$ cat src/rtl/ahd_pkg.sv
// Shared constants, widths and the arctangent table for the haversine distance pipeline.
package ahd_pkg;

    localparam int CORDIC_STAGES_DEF  = 32;
    localparam int DIST_FRAC_BITS_DEF = 8;

    // field widths
    localparam int LAT_W    = 31;
    localparam int LNG_W    = 32;
    localparam int RADIUS_W = 23;
    localparam int DIST_W   = 33;

    // internal widths
    localparam int MAG_W = 33;   // |degree difference|
    localparam int RAD_W = 30;   // degrees-to-radians factor
    localparam int Q_W   = 35;   // half angles in Q31
    localparam int P_W   = 36;   // cos * dLon in Q31
    localparam int CX_W  = 34;   // cosine CORDIC x/y
    localparam int AX_W  = 35;   // atan2 CORDIC x/y
    localparam int Z_W   = 34;   // CORDIC angle accumulators
    localparam int F_W   = 63;   // f in Q62
    localparam int ANG_W = 31;   // final angle in Q30

    localparam logic [63:0] PI_Q60  = 64'h3243F6A8885A308D;
    localparam logic [63:0] DEG_DIV = 64'd360 << 24;
    localparam logic [63:0] RAD_PER_UNIT_64 = (PI_Q60 + (DEG_DIV >> 1)) / DEG_DIV;
    localparam logic [RAD_W-1:0] RAD_PER_UNIT = RAD_PER_UNIT_64[RAD_W-1:0];
    localparam logic [63:0] PI_Q30_64      = (PI_Q60 + (64'd1 << 29)) >> 30;
    localparam logic [63:0] HALF_PI_Q30_64 = (PI_Q60 + (64'd1 << 30)) >> 31;
    localparam logic [Q_W-1:0]   PI_Q30      = PI_Q30_64[Q_W-1:0];
    localparam logic [Q_W-1:0]   HALF_PI_Q30 = HALF_PI_Q30_64[Q_W-1:0];
    localparam logic [ANG_W-1:0] HALF_PI_ANG = HALF_PI_Q30_64[ANG_W-1:0];
    localparam logic [CX_W-1:0]  CORDIC_GAIN_Q30 = CX_W'(652032874);
    localparam logic [CX_W-1:0]  ONE_Q30  = CX_W'(64'd1 << 30);
    localparam logic [Q_W-1:0]   ONE_Q31  = Q_W'(64'd1 << 31);
    localparam logic [F_W-1:0]   ONE_Q62  = F_W'(64'd1 << 62);
    localparam logic [RADIUS_W-1:0] RADIUS_RESET = RADIUS_W'(6371000);
    localparam logic [DIST_W-1:0]   DIST_MAX = '1;

    // arctangent of 2^-i in Q30, truncated
    function automatic logic [29:0] atan_q30(input int i);
        logic [29:0] r;
        case (i)
            0:  r = 30'd843314856;
            1:  r = 30'd497837829;
            2:  r = 30'd263043836;
            3:  r = 30'd133525158;
            4:  r = 30'd67021686;
            5:  r = 30'd33543515;
            6:  r = 30'd16775850;
            7:  r = 30'd8388437;
            8:  r = 30'd4194282;
            9:  r = 30'd2097149;
            10: r = 30'd1048575;
            default: r = (i <= 30) ? (30'd1 << (30 - i)) : 30'd0;
        endcase
        return r;
    endfunction

endpackage

$ cat src/rtl/ahd_cordic_cell.sv
// One CORDIC micro-rotation stage, rotation or vectoring mode, with a carried sideband.
module ahd_cordic_cell #(
    parameter int STAGE  = 0,
    parameter bit VECTOR = 1'b0,
    parameter int XY_W   = 34,
    parameter int ZW     = 34,
    parameter int SB_W   = 1
) (
    input  logic                   aclk,
    input  logic                   aresetn,
    input  logic                   en,
    input  logic                   in_valid,
    input  logic signed [XY_W-1:0] x_in,
    input  logic signed [XY_W-1:0] y_in,
    input  logic signed [ZW-1:0]   z_in,
    input  logic [SB_W-1:0]        sb_in,
    output logic                   out_valid,
    output logic signed [XY_W-1:0] x_out,
    output logic signed [XY_W-1:0] y_out,
    output logic signed [ZW-1:0]   z_out,
    output logic [SB_W-1:0]        sb_out
);
    import ahd_pkg::*;

    localparam logic signed [ZW-1:0] ATAN = ZW'(atan_q30(STAGE));

    logic signed [XY_W-1:0] dx, dy;
    logic                   pos;
    logic signed [XY_W-1:0] x_next, y_next;
    logic signed [ZW-1:0]   z_next;
    logic                   valid_reg;
    logic signed [XY_W-1:0] x_reg, y_reg;
    logic signed [ZW-1:0]   z_reg;
    logic [SB_W-1:0]        sb_reg;

    assign dx  = y_in >>> STAGE;
    assign dy  = x_in >>> STAGE;
    assign pos = VECTOR ? !y_in[XY_W-1] : !z_in[ZW-1];

    always_comb begin
        if (VECTOR) begin
            x_next = pos ? x_in + dx : x_in - dx;
            y_next = pos ? y_in - dy : y_in + dy;
            z_next = pos ? z_in + ATAN : z_in - ATAN;
        end else begin
            x_next = pos ? x_in - dx : x_in + dx;
            y_next = pos ? y_in + dy : y_in - dy;
            z_next = pos ? z_in - ATAN : z_in + ATAN;
        end
    end

    always_ff @(posedge aclk) begin
        if (!aresetn) begin
            valid_reg <= 1'b0;
        end else if (en) begin
            valid_reg <= in_valid;
        end
    end

    always_ff @(posedge aclk) begin
        if (en) begin
            x_reg  <= x_next;
            y_reg  <= y_next;
            z_reg  <= z_next;
            sb_reg <= sb_in;
        end
    end

    assign out_valid = valid_reg;
    assign x_out     = x_reg;
    assign y_out     = y_reg;
    assign z_out     = z_reg;
    assign sb_out    = sb_reg;

endmodule

$ cat config.mk
export PLATFORM = sky130hd
export DESIGN_NAME = ahd_cordic_cell
export DESIGN_NICKNAME = d
export VERILOG_FILES = /design/src/rtl/ahd_pkg.sv /design/src/rtl/ahd_cordic_cell.sv
export SDC_FILE = /design/constraint.sdc
export NUM_CORES = 1
export LEC_CHECK = 0
export ABC_CLOCK_PERIOD_IN_PS = 4100
export BUFFER_PORTS_ARGS = -buffer_cell sky130_fd_sc_hd__buf_2
export CAP_MARGIN = 20
export CORE_MARGIN = 2
export CORE_UTILIZATION = 51
export CTS_CLUSTER_SIZE = 16
export DETAILED_ROUTE_END_ITERATION = 8
export PLACE_DENSITY = 0.82
export SETUP_SLACK_MARGIN = 0.2
export SLEW_MARGIN = 20
export SYNTH_ARGS = -nofsm -noshare
export SYNTH_HDL_FRONTEND = slang
export SYNTH_SLANG_ARGS = --single-unit
$ cat constraint.sdc
create_clock -name aclk -period 4.1 [get_ports aclk]
set_clock_uncertainty 0.1 [all_clocks]
set_input_delay 0.41 -clock aclk [delete_from_list [all_inputs] [get_ports aclk]]
set_output_delay 0.41 -clock aclk [all_outputs]
set_load 0.05 [all_outputs]
==> impl_table.tex <==
\begin{tabular}{lr}
\hline
Metric & Value \\
\hline
\multicolumn{2}{l}{\textbf{Outcome}} \\
Run status & finished, final reports clean \\
\multicolumn{2}{l}{\textbf{Floorplan}} \\
Total die area & $\sim$0.021 sq mm \\
Height of the chip & approximately 140 um \\
DIE WIDTH & roughly 140 um \\
Effective utilization at floorplan & 0.519 \\
Total I/O pin count & $\sim$210 \\
Core outline area & between 0.015 and 0.02 sq mm \\
Standard-cell rows & between 50 and 60 \\
\multicolumn{2}{l}{\textbf{Synth}} \\
Netlist area before placement & a little over 0.01 sq mm \\
Share of async-settable or async-resettable flops after synthesis & 0 \\
Synth Area per Inst & 8.76 sq um \\
Flops \& latches, synth & between 100 and 150 \\
Mapped Nets & approximately 1,400 \\
Sequential area share after synthesis & 0.305 \\
Most instantiated flip-flop cell in the synthesis netlist & edfxtp\_1 \\
Number of flops mapped to enable cells by yosys & 102 \\
Synth Instances & between 1,000 and 1,500 \\
Number of different library cells in the post-synthesis netlist & 71 \\
Number of warning messages in the yosys log & 0 \\
\multicolumn{2}{l}{\textbf{Drt}} \\
Routed wire length & 29.1 mm \\
Average detailed-routed wire length per instance & roughly 18 um \\
Via-to-Cell Ratio & 5.98 \\
Antenna violation net count after detailed routing & 0 \\
Initial DRT Pass Iterations & 6 \\
1st-iter DRT viols & 1,175 \\
Drc violations & 0 \\
Routed vias & 9,687 \\
\multicolumn{2}{l}{\textbf{Critical path}} \\
Data arrival time of the critical path & 3.50 ns \\
Critical path fanouts, max & 5 \\
Setup crit end kind & flip-flop \\
Critical setup path kind & input pin to flip-flop \\
Worst setup SP type & input pin \\
Required arrival time at the worst endpoint & between 4 and 5 ns \\
\multicolumn{2}{l}{\textbf{Cells and area}} \\
Most common cell after layout, fill and taps aside & buf\_2 \\
Layout fillers & between 1,500 and 2,000 \\
Share of the core filled with cells in the final layout & 0.605 \\
Fraction of final layout cells with drive strength greater than 1 & 0.191 \\
Most frequent cells in the layout & buf\_2, a21oi\_1, ha\_1 \\
Count of nets after finishing & between 1,500 and 2,000 \\
Synth-to-layout area growth & 16.4\% \\
\multicolumn{2}{l}{\textbf{STA}} \\
Setup repair after global routing missed its margin & no \\
Worst max-slew margin expressed relative to the limit & 0.398 \\
Total setup violations reported at the end of the flow & 0 \\
Pin slew with the least headroom to its limit & roughly 0.9 ns \\
Number of endpoints with negative hold slack in the final report & 0 \\
Total Neg Setup Slack & 0 ns \\
Shortest period the worst path allows & about 3.5 ns \\
Max Transition Viols Final & 0 \\
Portion of the clock cycle consumed by the worst path in the final layout & 0.857 \\
Fmax achieved & approximately 0.28 GHz \\
\multicolumn{2}{l}{\textbf{Power}} \\
Switching component of the power & about 0.0019 W \\
Leakage power summed over all cells & between 5 and 6 nW \\
Proportion of power drawn by the clock network & 0.210 \\
Peak ir drop on the vdd network & between 200 and 250 uV \\
Areal power density over the cells & 375 mW/mm\^{}2 \\
Internal portion of total power & between 0.002 and 0.003 W \\
Sequential group share of total power & 0.325 \\
Combinational Power Share & 0.465 \\
Switching Share & 0.427 \\
\multicolumn{2}{l}{\textbf{GRT}} \\
Vias in the first global route & just under 9,000 \\
Global-route track usage on met1 & 0.378 \\
Initial antenna violation count & 1 \\
Layer with the highest usage after global routing & met2 \\
Grt met2 use & 0.440 \\
GRT Util Overall & 0.272 \\
First-pass GRT wire length & roughly 45 mm \\
Total grt overflow & 0 \\
GRT met3 Usage & 0.0448 \\
Maximum number of pins on one net before global-route repair & slightly above 70 \\
\multicolumn{2}{l}{\textbf{Placed design}} \\
Final GP Congestion & 1.01 \\
DPL Wire Length & approximately 23 mm \\
Port buffer count & 210 \\
\multicolumn{2}{l}{\textbf{Clocking}} \\
Clock edge transition at the registers on the reported setup and hold paths & 0.07 ns \\
Buffer cell driving the clock tree root & clkbuf\_16 \\
Clock tree from TritonCTS & done \\
Number of H-tree levels & 3 \\
Worst-Skew Late Latency & about 0.35 ns \\
CTS Hold Bufs & 0 \\
Post-CTS setup buffers & 0 \\
Number of buffers created by CTS & 9 \\
Number of sinks handled by clock tree synthesis & approximately 100 \\
Worst-case clock buffer depth & 2 \\
Number of gates resized after cts & 0 \\
\multicolumn{2}{l}{\textbf{Run}} \\
Maxcap violations & 0 \\
\multicolumn{2}{l}{\textbf{Min path}} \\
Tightest Hold Check Type & input pin to flip-flop \\
\hline
\end{tabular}
-- metrics by stage --
stage	hold WS (ns)	instances	area, sq um	total power (W)	setup slack (ns)
5_1_grt	0.115	1620	11800	0.00462	0.353
2_1_floorplan	0.409	1154	10100	0.00294	0.459
3_3_place_gp	0.396	1603	11400	0.00346	0.404
4_1_cts	0.117	1619	11800	0.00441	0.648
3_5_place_dp	0.412	1603	11400	0.00348	0.296
6_report	0.129	1620	11800	0.00442	0.585
-- path summary, 6_finish.rpt --
| kind | from | to | slack (ns) | cells past startpoint |
|---|---|---|---|---|
| max reg2reg | out_valid | out_valid | 3.40 | 2 |
| min | z_in[1] | z_out[1] | 0.13 | 1 |
| min reg2reg | out_valid | out_valid | 0.43 | 2 |
| max | x_in[1] | x_out[33] | 0.58 | 12 |
-- area by class of cell --
type	instances	area, sq um	share of cell area
flip-flops and latches	103	3080	0.262
multi-input cells	889	6400	0.544
inverters	117	439	0.0373
well taps	265	332	0.0282
diodes	1	2.50	0.000213
clock inverters	7	95.1	0.00808
clock buffers	9	225	0.0191
repair buffers	229	1200	0.102
-- sequential cells by signal, indices dropped and copies added, names as in the netlist --
register	flops
out_valid	1
sb_out	1
y_out	33
x_out	34
z_out	34
-- routing by layer --
layer / wire [um] / part of all wire
met5: 0 / 0
met3: 2740 / 0.094
met1: 12300 / 0.42
met2: 13500 / 0.46
met4: 616 / 0.021
-- power groups by stage --
stage | clock [W] | combinational, W | sequential (W)
3_5_place_dp | 0 | 0.00202 | 0.00146
4_1_cts | 0.000945 | 0.00203 | 0.00144
6_report | 0.000927 | 0.00206 | 0.00144
3_3_place_gp | 0 | 0.00200 | 0.00146
5_1_grt | 0.000972 | 0.00219 | 0.00146
2_1_floorplan | 0 | 0.000874 | 0.00207
-- cell families after synthesis --
group	synth area share
compound gates	0.251
simple gates	0.117
buf+inv	0.0623
fa+ha+maj	0.168
flops	0.305
xor+xnor	0.0797
mux	0.0178
-- critical path: stages --
cell and delay [ns]:
buf_2 0.16, inv_1 0.10, ha_1 0.33, nand2b_1 0.18, a221oi_1 0.43, o211ai_1 0.18, nand3b_1 0.21, a21oi_1 0.19
o41ai_2 0.64, a21oi_1 0.19, o41ai_1 0.37, xnor2_1 0.11
-- Yosys cell counts, drive strengths merged, types with 11 or more instances --
library cell  number  area share
buf               14      0.0072
edfxtp           102        0.30
o211ai            12      0.0089
xor2              18       0.016
nor3              24       0.012
mux2i             18       0.018
nand4             13      0.0080
o21ai             80       0.040
xnor2             74       0.064
nand2b            11      0.0068
clkbuf            31       0.012
nor2              81       0.030
a21oi            147       0.073
nand3             16      0.0079
nand2             52       0.019
inv              114       0.042
a31oi             12      0.0074
o31ai             15       0.011
a21o              28       0.021
ha               129        0.16
o21bai            24       0.018
Note: power is estimated with default switching activity, not from simulation.
