==> src/rtl/ahd_pkg.sv <==
// Shared constants, widths and the arctangent table for the haversine distance pipeline.
package ahd_pkg;

    localparam int CORDIC_STAGES_DEF  = 32;
    localparam int DIST_FRAC_BITS_DEF = 8;

    // field widths
    localparam int LAT_W    = 31;
    localparam int LNG_W    = 32;
    localparam int RADIUS_W = 23;
    localparam int DIST_W   = 33;

    // internal widths
    localparam int MAG_W = 33;   // |degree difference|
    localparam int RAD_W = 30;   // degrees-to-radians factor
    localparam int Q_W   = 35;   // half angles in Q31
    localparam int P_W   = 36;   // cos * dLon in Q31
    localparam int CX_W  = 34;   // cosine CORDIC x/y
    localparam int AX_W  = 35;   // atan2 CORDIC x/y
    localparam int Z_W   = 34;   // CORDIC angle accumulators
    localparam int F_W   = 63;   // f in Q62
    localparam int ANG_W = 31;   // final angle in Q30

    localparam logic [63:0] PI_Q60  = 64'h3243F6A8885A308D;
    localparam logic [63:0] DEG_DIV = 64'd360 << 24;
    localparam logic [63:0] RAD_PER_UNIT_64 = (PI_Q60 + (DEG_DIV >> 1)) / DEG_DIV;
    localparam logic [RAD_W-1:0] RAD_PER_UNIT = RAD_PER_UNIT_64[RAD_W-1:0];
    localparam logic [63:0] PI_Q30_64      = (PI_Q60 + (64'd1 << 29)) >> 30;
    localparam logic [63:0] HALF_PI_Q30_64 = (PI_Q60 + (64'd1 << 30)) >> 31;
    localparam logic [Q_W-1:0]   PI_Q30      = PI_Q30_64[Q_W-1:0];
    localparam logic [Q_W-1:0]   HALF_PI_Q30 = HALF_PI_Q30_64[Q_W-1:0];
    localparam logic [ANG_W-1:0] HALF_PI_ANG = HALF_PI_Q30_64[ANG_W-1:0];
    localparam logic [CX_W-1:0]  CORDIC_GAIN_Q30 = CX_W'(652032874);
    localparam logic [CX_W-1:0]  ONE_Q30  = CX_W'(64'd1 << 30);
    localparam logic [Q_W-1:0]   ONE_Q31  = Q_W'(64'd1 << 31);
    localparam logic [F_W-1:0]   ONE_Q62  = F_W'(64'd1 << 62);
    localparam logic [RADIUS_W-1:0] RADIUS_RESET = RADIUS_W'(6371000);
    localparam logic [DIST_W-1:0]   DIST_MAX = '1;

    // arctangent of 2^-i in Q30, truncated
    function automatic logic [29:0] atan_q30(input int i);
        logic [29:0] r;
        case (i)
            0:  r = 30'd843314856;
            1:  r = 30'd497837829;
            2:  r = 30'd263043836;
            3:  r = 30'd133525158;
            4:  r = 30'd67021686;
            5:  r = 30'd33543515;
            6:  r = 30'd16775850;
            7:  r = 30'd8388437;
            8:  r = 30'd4194282;
            9:  r = 30'd2097149;
            10: r = 30'd1048575;
            default: r = (i <= 30) ? (30'd1 << (30 - i)) : 30'd0;
        endcase
        return r;
    endfunction

endpackage

==> src/rtl/ahd_isqrt_cell.sv <==
// One bit-pair step of two parallel floor square roots.
module ahd_isqrt_cell #(
    parameter int STEP = 0
) (
    input  logic                        aclk,
    input  logic                        aresetn,
    input  logic                        en,
    input  logic                        in_valid,
    input  logic [ahd_pkg::F_W-1:0]     v_in [2],
    input  logic [ahd_pkg::F_W-1:0]     r_in [2],
    input  logic                        sb_in,
    output logic                        out_valid,
    output logic [ahd_pkg::F_W-1:0]     v_out [2],
    output logic [ahd_pkg::F_W-1:0]     r_out [2],
    output logic                        sb_out
);
    import ahd_pkg::*;

    localparam logic [F_W-1:0] BIT = F_W'(1) << (62 - 2 * STEP);

    logic [F_W-1:0] v_next [2];
    logic [F_W-1:0] r_next [2];
    logic [F_W-1:0] v_reg  [2];
    logic [F_W-1:0] r_reg  [2];
    logic           valid_reg;
    logic           sb_reg;

    for (genvar l = 0; l < 2; l++) begin : g_lane
        logic [F_W-1:0] trial;
        assign trial = r_in[l] + BIT;
        always_comb begin
            if (v_in[l] >= trial) begin
                v_next[l] = v_in[l] - trial;
                r_next[l] = (r_in[l] >> 1) + BIT;
            end else begin
                v_next[l] = v_in[l];
                r_next[l] = r_in[l] >> 1;
            end
        end
        always_ff @(posedge aclk) begin
            if (en) begin
                v_reg[l] <= v_next[l];
                r_reg[l] <= r_next[l];
            end
        end
        assign v_out[l] = v_reg[l];
        assign r_out[l] = r_reg[l];
    end

    always_ff @(posedge aclk) begin
        if (!aresetn) begin
            valid_reg <= 1'b0;
        end else if (en) begin
            valid_reg <= in_valid;
        end
    end

    always_ff @(posedge aclk) begin
        if (en) begin
            sb_reg <= sb_in;
        end
    end

    assign out_valid = valid_reg;
    assign sb_out    = sb_reg;

endmodule

==> config.mk <==
export PLATFORM = sky130hd
export DESIGN_NAME = ahd_isqrt_cell
export DESIGN_NICKNAME = d
export VERILOG_FILES = /design/src/rtl/ahd_pkg.sv /design/src/rtl/ahd_isqrt_cell.sv
export SDC_FILE = /design/constraint.sdc
export NUM_CORES = 1
export LEC_CHECK = 0
export BUFFER_PORTS_ARGS = -buffer_cell sky130_fd_sc_hd__buf_2
export CAP_MARGIN = 20
export CORE_AREA = 10 10 190 192
export CTS_CLUSTER_SIZE = 30
export DETAILED_ROUTE_END_ITERATION = 10
export DIE_AREA = 0 0 200 202
export PLACE_DENSITY = 0.82
export SYNTH_ARGS = -nofsm -noshare
export SYNTH_HDL_FRONTEND = slang
export SYNTH_SLANG_ARGS = --single-unit
==> constraint.sdc <==
create_clock -name aclk -period 6.8 [get_ports aclk]
set_input_delay 2.04 -clock aclk [delete_from_list [all_inputs] [get_ports aclk]]
set_output_delay 2.04 -clock aclk [all_outputs]
set_load 0.02 [all_outputs]
==> reports/results.txt <==
Post-CTS timing repair inserted 0 buffers for setup. The number of endpoints with negative hold slack in the final report is 0, and the transition time of the tightest slew-check pin is 0.9100 ns. The tools report the critical path endpoint category as a flop.

Summing every instance area after synthesis gives 17050 um^2. Clock tree synthesis inserted a total of 27 buffers. The starting DRC count in detailed routing was 995; the end-of-flow core utilization was 64.16%. VDD sags by at most 236.4 uV. The element type at the critical path start is a primary input. The logs give 32290 um^2 for the placeable core region and 0 for the count of endpoints failing setup in the final report. Wire length per cell after detailed routing: 20.96 um.

In this run the biggest area consumer among cell types represents 44.56% of the synthesized area. The flow ran to the end, and the final reports show no timing, DRC or antenna violations. The number of gates resized after CTS was 0. The wire-length estimate of the detail-placed layout is 45530 um. Clock-pin slew was measured on the worst setup and hold paths at 0.06 ns. For the net count after synthesis, the log shows 2140. In this run the remaining antenna-violating nets after routing total 0. The post-route netlist has 26.61% of its cells at a drive strength greater than 1.

From bottom edge to top edge, the die measures 202 um. The cell at the slowest stage of the critical path was sky130_fd_sc_hd__a211oi_1. The critical path's top delay family is compound AO/OA/AOI/OAI gates.

The top fanout value on the critical path is 3. Yosys attributes the largest share of cell area to sky130_fd_sc_hd__edfxtp_1 (45%), sky130_fd_sc_hd__ha_1 (9.4%), sky130_fd_sc_hd__a21oi_1 (6.5%), sky130_fd_sc_hd__a21o_1 (4.1%), sky130_fd_sc_hd__nor2_1 (3.7%). Summed over all failing endpoints, the final setup total negative slack is 0 ns. The number of cells on the worst reg-to-reg path is 2. Residual DRC count: 0.

In this run the critical register-to-register path is captured at out_valid. The average footprint of a synthesized cell works out to 9.727 um^2. The count of flip-flops with a built-in enable after synthesis is 253, and the critical path buffer and inverter count is 3.

Row generation in the floorplan step produced 66 rows. TritonCTS built the clock tree. For the final worst clock skew, the log shows 0 ns. After detailed routing, the total wire length is 56330 um.

The logs give 7.09 ns for the endpoint required time on the critical path and 254 for the number of clock sinks seen by CTS. After synthesis, flip-flops and latches occupy 44.67% of the total area. Global routing used 26.44% of the available tracks across all layers. The instance count on the critical path works out to 16. Setup repair after global routing left no endpoint under its margin.

The run gives 0 as the count of hold-fix buffers inserted at cts. The number of buffers between clock root and the deepest sink came out at 3. The tools report the initial antenna violation count as 13. Classification of the worst-slack hold path: flop to flop. Entering global routing, the biggest net connects 120 pins. The area enclosed by the die boundary is 40400 um^2.

In this run the count of I/O pins placed on the die edge is 511. The later pin in the worst-skew pair is clocked with a latency of 0.55 ns. The signal on the critical path passes through buf_2 > inv_1 > ha_1 > inv_1 > fa_1 > a211oi_1 > o211ai_1 > a41oi_1 > o22ai_1 > o21ai_1 > o31ai_1 > a31oi_1 > o21ai_1 > a221oi_1 > xnor2_1 > mux2_2. The congestion estimate from routability-driven global placement came to 0.9335. After layout, the worst path uses 81.87% of the clock period. The slack of the worst reg-to-reg path came out at 6.19 ns. The power density over the cells works out to 238.0 nW/um^2.

Share of flip-flops with an asynchronous set or reset: 0%. The netlist uses 78 different library cells. Yosys printed 0 warnings. CTS placed an instance of sky130_fd_sc_hd__clkbuf_16 at the clock tree root.

The clock period minus final worst setup slack is 5.567 ns. The maximum clock frequency came out at 0.1796 GHz. The total count of max-transition violations in the final report came out at 0. For the via count, the log shows 15290. The cell taking the most area after synthesis is sky130_fd_sc_hd__edfxtp_1.

The post-route worst setup slack is 1.233 ns. By startpoint and endpoint, the worst setup path is classified as primary input to flop. Across the run, the number of max-cap violations was 0.

Following the worst setup path forward leads to its endpoint at v_reg[0][50]. Post-synthesis cell count: 1753. The peak per-stage delay on the critical path was 0.44 ns; the number of vias per cell after detailed routing was 5.687. The run gives 5 as the length of the first detailed-routing pass in iterations. The logs give 15190 for the number of global-route vias before repair and 2606 for the number of nets in the layout.

Measured against its own limit, the worst slew margin works out to 39.34%. Measured along the x axis, the die boundary spans 200 um. The quantity of I/O buffers inserted on ports works out to 510. After global routing the overflow that remains totals 0. The run gives 1 as the deepest level of the CTS H-tree. The first global-routing pass estimated 84810 um of wire. The critical path starts at v_in[63]. The post-synthesis register bit count was 254. In the synthesized netlist the dominant register cell turns out to be sky130_fd_sc_hd__edfxtp_1. The leakage power summed over all cells is 9.498 nW, and the initial core utilization is 52.81%. The area added between synthesis and finish was 21.50%; the endpoint arrival time on the critical path was 5.86 ns. The setup slack after placement is 0.8638 ns. The startpoint of the worst-slack reg-to-reg timing path is out_valid.
[worst min-delay path, stage by stage, from the launching register on]
cell,delay (ns)
sky130_fd_sc_hd__dfxtp_1,0.33
sky130_fd_sc_hd__mux2i_1,0.07
sky130_fd_sc_hd__nor2b_1,0.11
[Yosys cell counts (4+ instances only)]
cell / instances
sky130_fd_sc_hd__mux2_2: 15
sky130_fd_sc_hd__and2_1: 7
sky130_fd_sc_hd__or3_1: 7
sky130_fd_sc_hd__a21boi_0: 4
sky130_fd_sc_hd__buf_2: 15
sky130_fd_sc_hd__nor2b_1: 14
sky130_fd_sc_hd__o21a_1: 16
sky130_fd_sc_hd__a31oi_1: 21
sky130_fd_sc_hd__o21ai_0: 77
sky130_fd_sc_hd__o211a_1: 5
sky130_fd_sc_hd__o21bai_1: 18
sky130_fd_sc_hd__inv_1: 154
sky130_fd_sc_hd__edfxtp_1: 253
sky130_fd_sc_hd__xor2_1: 54
sky130_fd_sc_hd__o21ai_1: 8
sky130_fd_sc_hd__nand4_1: 44
sky130_fd_sc_hd__or2_2: 6
sky130_fd_sc_hd__a311oi_1: 4
sky130_fd_sc_hd__nand2_1: 116
sky130_fd_sc_hd__a211oi_1: 13
sky130_fd_sc_hd__a21oi_1: 223
sky130_fd_sc_hd__o221ai_1: 4
sky130_fd_sc_hd__nand2b_1: 8
sky130_fd_sc_hd__and4_1: 6
sky130_fd_sc_hd__nor3_1: 18
sky130_fd_sc_hd__nor2_1: 167
sky130_fd_sc_hd__a41oi_1: 5
sky130_fd_sc_hd__ha_1: 128
sky130_fd_sc_hd__a211o_1: 4
sky130_fd_sc_hd__and3_1: 8
sky130_fd_sc_hd__clkbuf_1: 56
sky130_fd_sc_hd__a221oi_1: 7
sky130_fd_sc_hd__nand3_1: 24
sky130_fd_sc_hd__buf_4: 5
sky130_fd_sc_hd__buf_6: 6
sky130_fd_sc_hd__nor4_1: 7
sky130_fd_sc_hd__a21o_1: 92
sky130_fd_sc_hd__xnor2_1: 63
sky130_fd_sc_hd__o211ai_1: 7
sky130_fd_sc_hd__o31ai_1: 6
[layout make-up]
class,count,area [um^2]
fillers,2618,11570
well taps,442,553.0
repair buffers,519,2668
flip-flops and latches,254,7617
clock buffers,32,694.4
diodes,10,25.02
inverters,155,581.8
multi-input cells,1262,8462
clock inverters,14,116.4
[routing by layer]
layer  vias up  GRT usage [%]  share of wire [%]
li1       7331              -                  -
met1      7151          28.95                 36
met2       708          48.15                 51
met3        89          7.127                 10
met4         8          8.385                2.7
met5         -              0              0.099
[where the power goes]
group | internal [mW] | switching [mW]
combinational | 0.558 | 0.991
sequential | 1.94 | 0.0514
clock | 0.795 | 0.592
total | 3.30 | 1.63
[cells in the final DEF, fill, tap and decap left out, types with 8 or more instances in the layout]
master | Yosys | routed
sky130_fd_sc_hd__nor2b_1 | 14 | 14
sky130_fd_sc_hd__inv_1 | 154 | 154
sky130_fd_sc_hd__clkbuf_16 | 0 | 27
sky130_fd_sc_hd__a31oi_1 | 21 | 21
sky130_fd_sc_hd__xor2_1 | 54 | 54
sky130_fd_sc_hd__o21bai_1 | 18 | 18
sky130_fd_sc_hd__edfxtp_1 | 253 | 253
sky130_fd_sc_hd__mux2_2 | 15 | 15
sky130_fd_sc_hd__nor3_1 | 18 | 18
sky130_fd_sc_hd__and3_1 | 8 | 8
sky130_fd_sc_hd__nor2_1 | 167 | 167
sky130_fd_sc_hd__diode_2 | 0 | 10
sky130_fd_sc_hd__nand2b_1 | 8 | 8
sky130_fd_sc_hd__nand4_1 | 44 | 44
sky130_fd_sc_hd__a211oi_1 | 13 | 13
sky130_fd_sc_hd__a21o_1 | 92 | 92
sky130_fd_sc_hd__xnor2_1 | 63 | 63
sky130_fd_sc_hd__ha_1 | 128 | 128
sky130_fd_sc_hd__o21a_1 | 16 | 16
sky130_fd_sc_hd__o21ai_0 | 77 | 77
sky130_fd_sc_hd__nand2_1 | 116 | 116
sky130_fd_sc_hd__o21ai_1 | 8 | 8
sky130_fd_sc_hd__a21oi_1 | 223 | 223
sky130_fd_sc_hd__buf_2 | 15 | 509
sky130_fd_sc_hd__nand3_1 | 24 | 24
[kinds of logic (layout without fill, tap and decap cells)]
| family | after synthesis | after routing | synth area share (%) |
|---|---|---|---|
| AOI/OAI and AO/OA | 550 | 550 | 20.45 |
| xor gates and xnor gates | 117 | 117 | 6.010 |
| adders and majority gates | 130 | 130 | 9.627 |
| buffers and inverters | 237 | 720 | 5.701 |
| DFF | 254 | 254 | 44.67 |
| muxes | 21 | 21 | 1.365 |
| other | 0 | 10 | 0 |
| and+or+nand+nor | 444 | 444 | 12.17 |
[how the worst min path moves through the flow]
stage,startpoint,end,slack (ns),depth (start not counted)
floorplan,out_valid,out_valid,0.59,2
global placement,out_valid,out_valid,0.50,2
detailed placement,out_valid,out_valid,0.52,2
CTS,out_valid,out_valid,0.55,2
global route,out_valid,out_valid,0.60,2
finish,out_valid,out_valid,0.55,2
[per-stage QoR]
step	instances	instance area [um^2]	power, mW	hold slack (ns)
2_1_floorplan	1753	17050	3.028	0.5893
3_3_place_gp	2632	19880	3.535	0.5022
3_5_place_dp	2632	19880	3.557	0.5183
4_1_cts	2678	20690	4.956	0.5480
5_1_grt	2684	20710	5.160	0.5992
6_report	2688	20720	4.931	0.5457
Note: power is estimated with default switching activity, not from simulation.
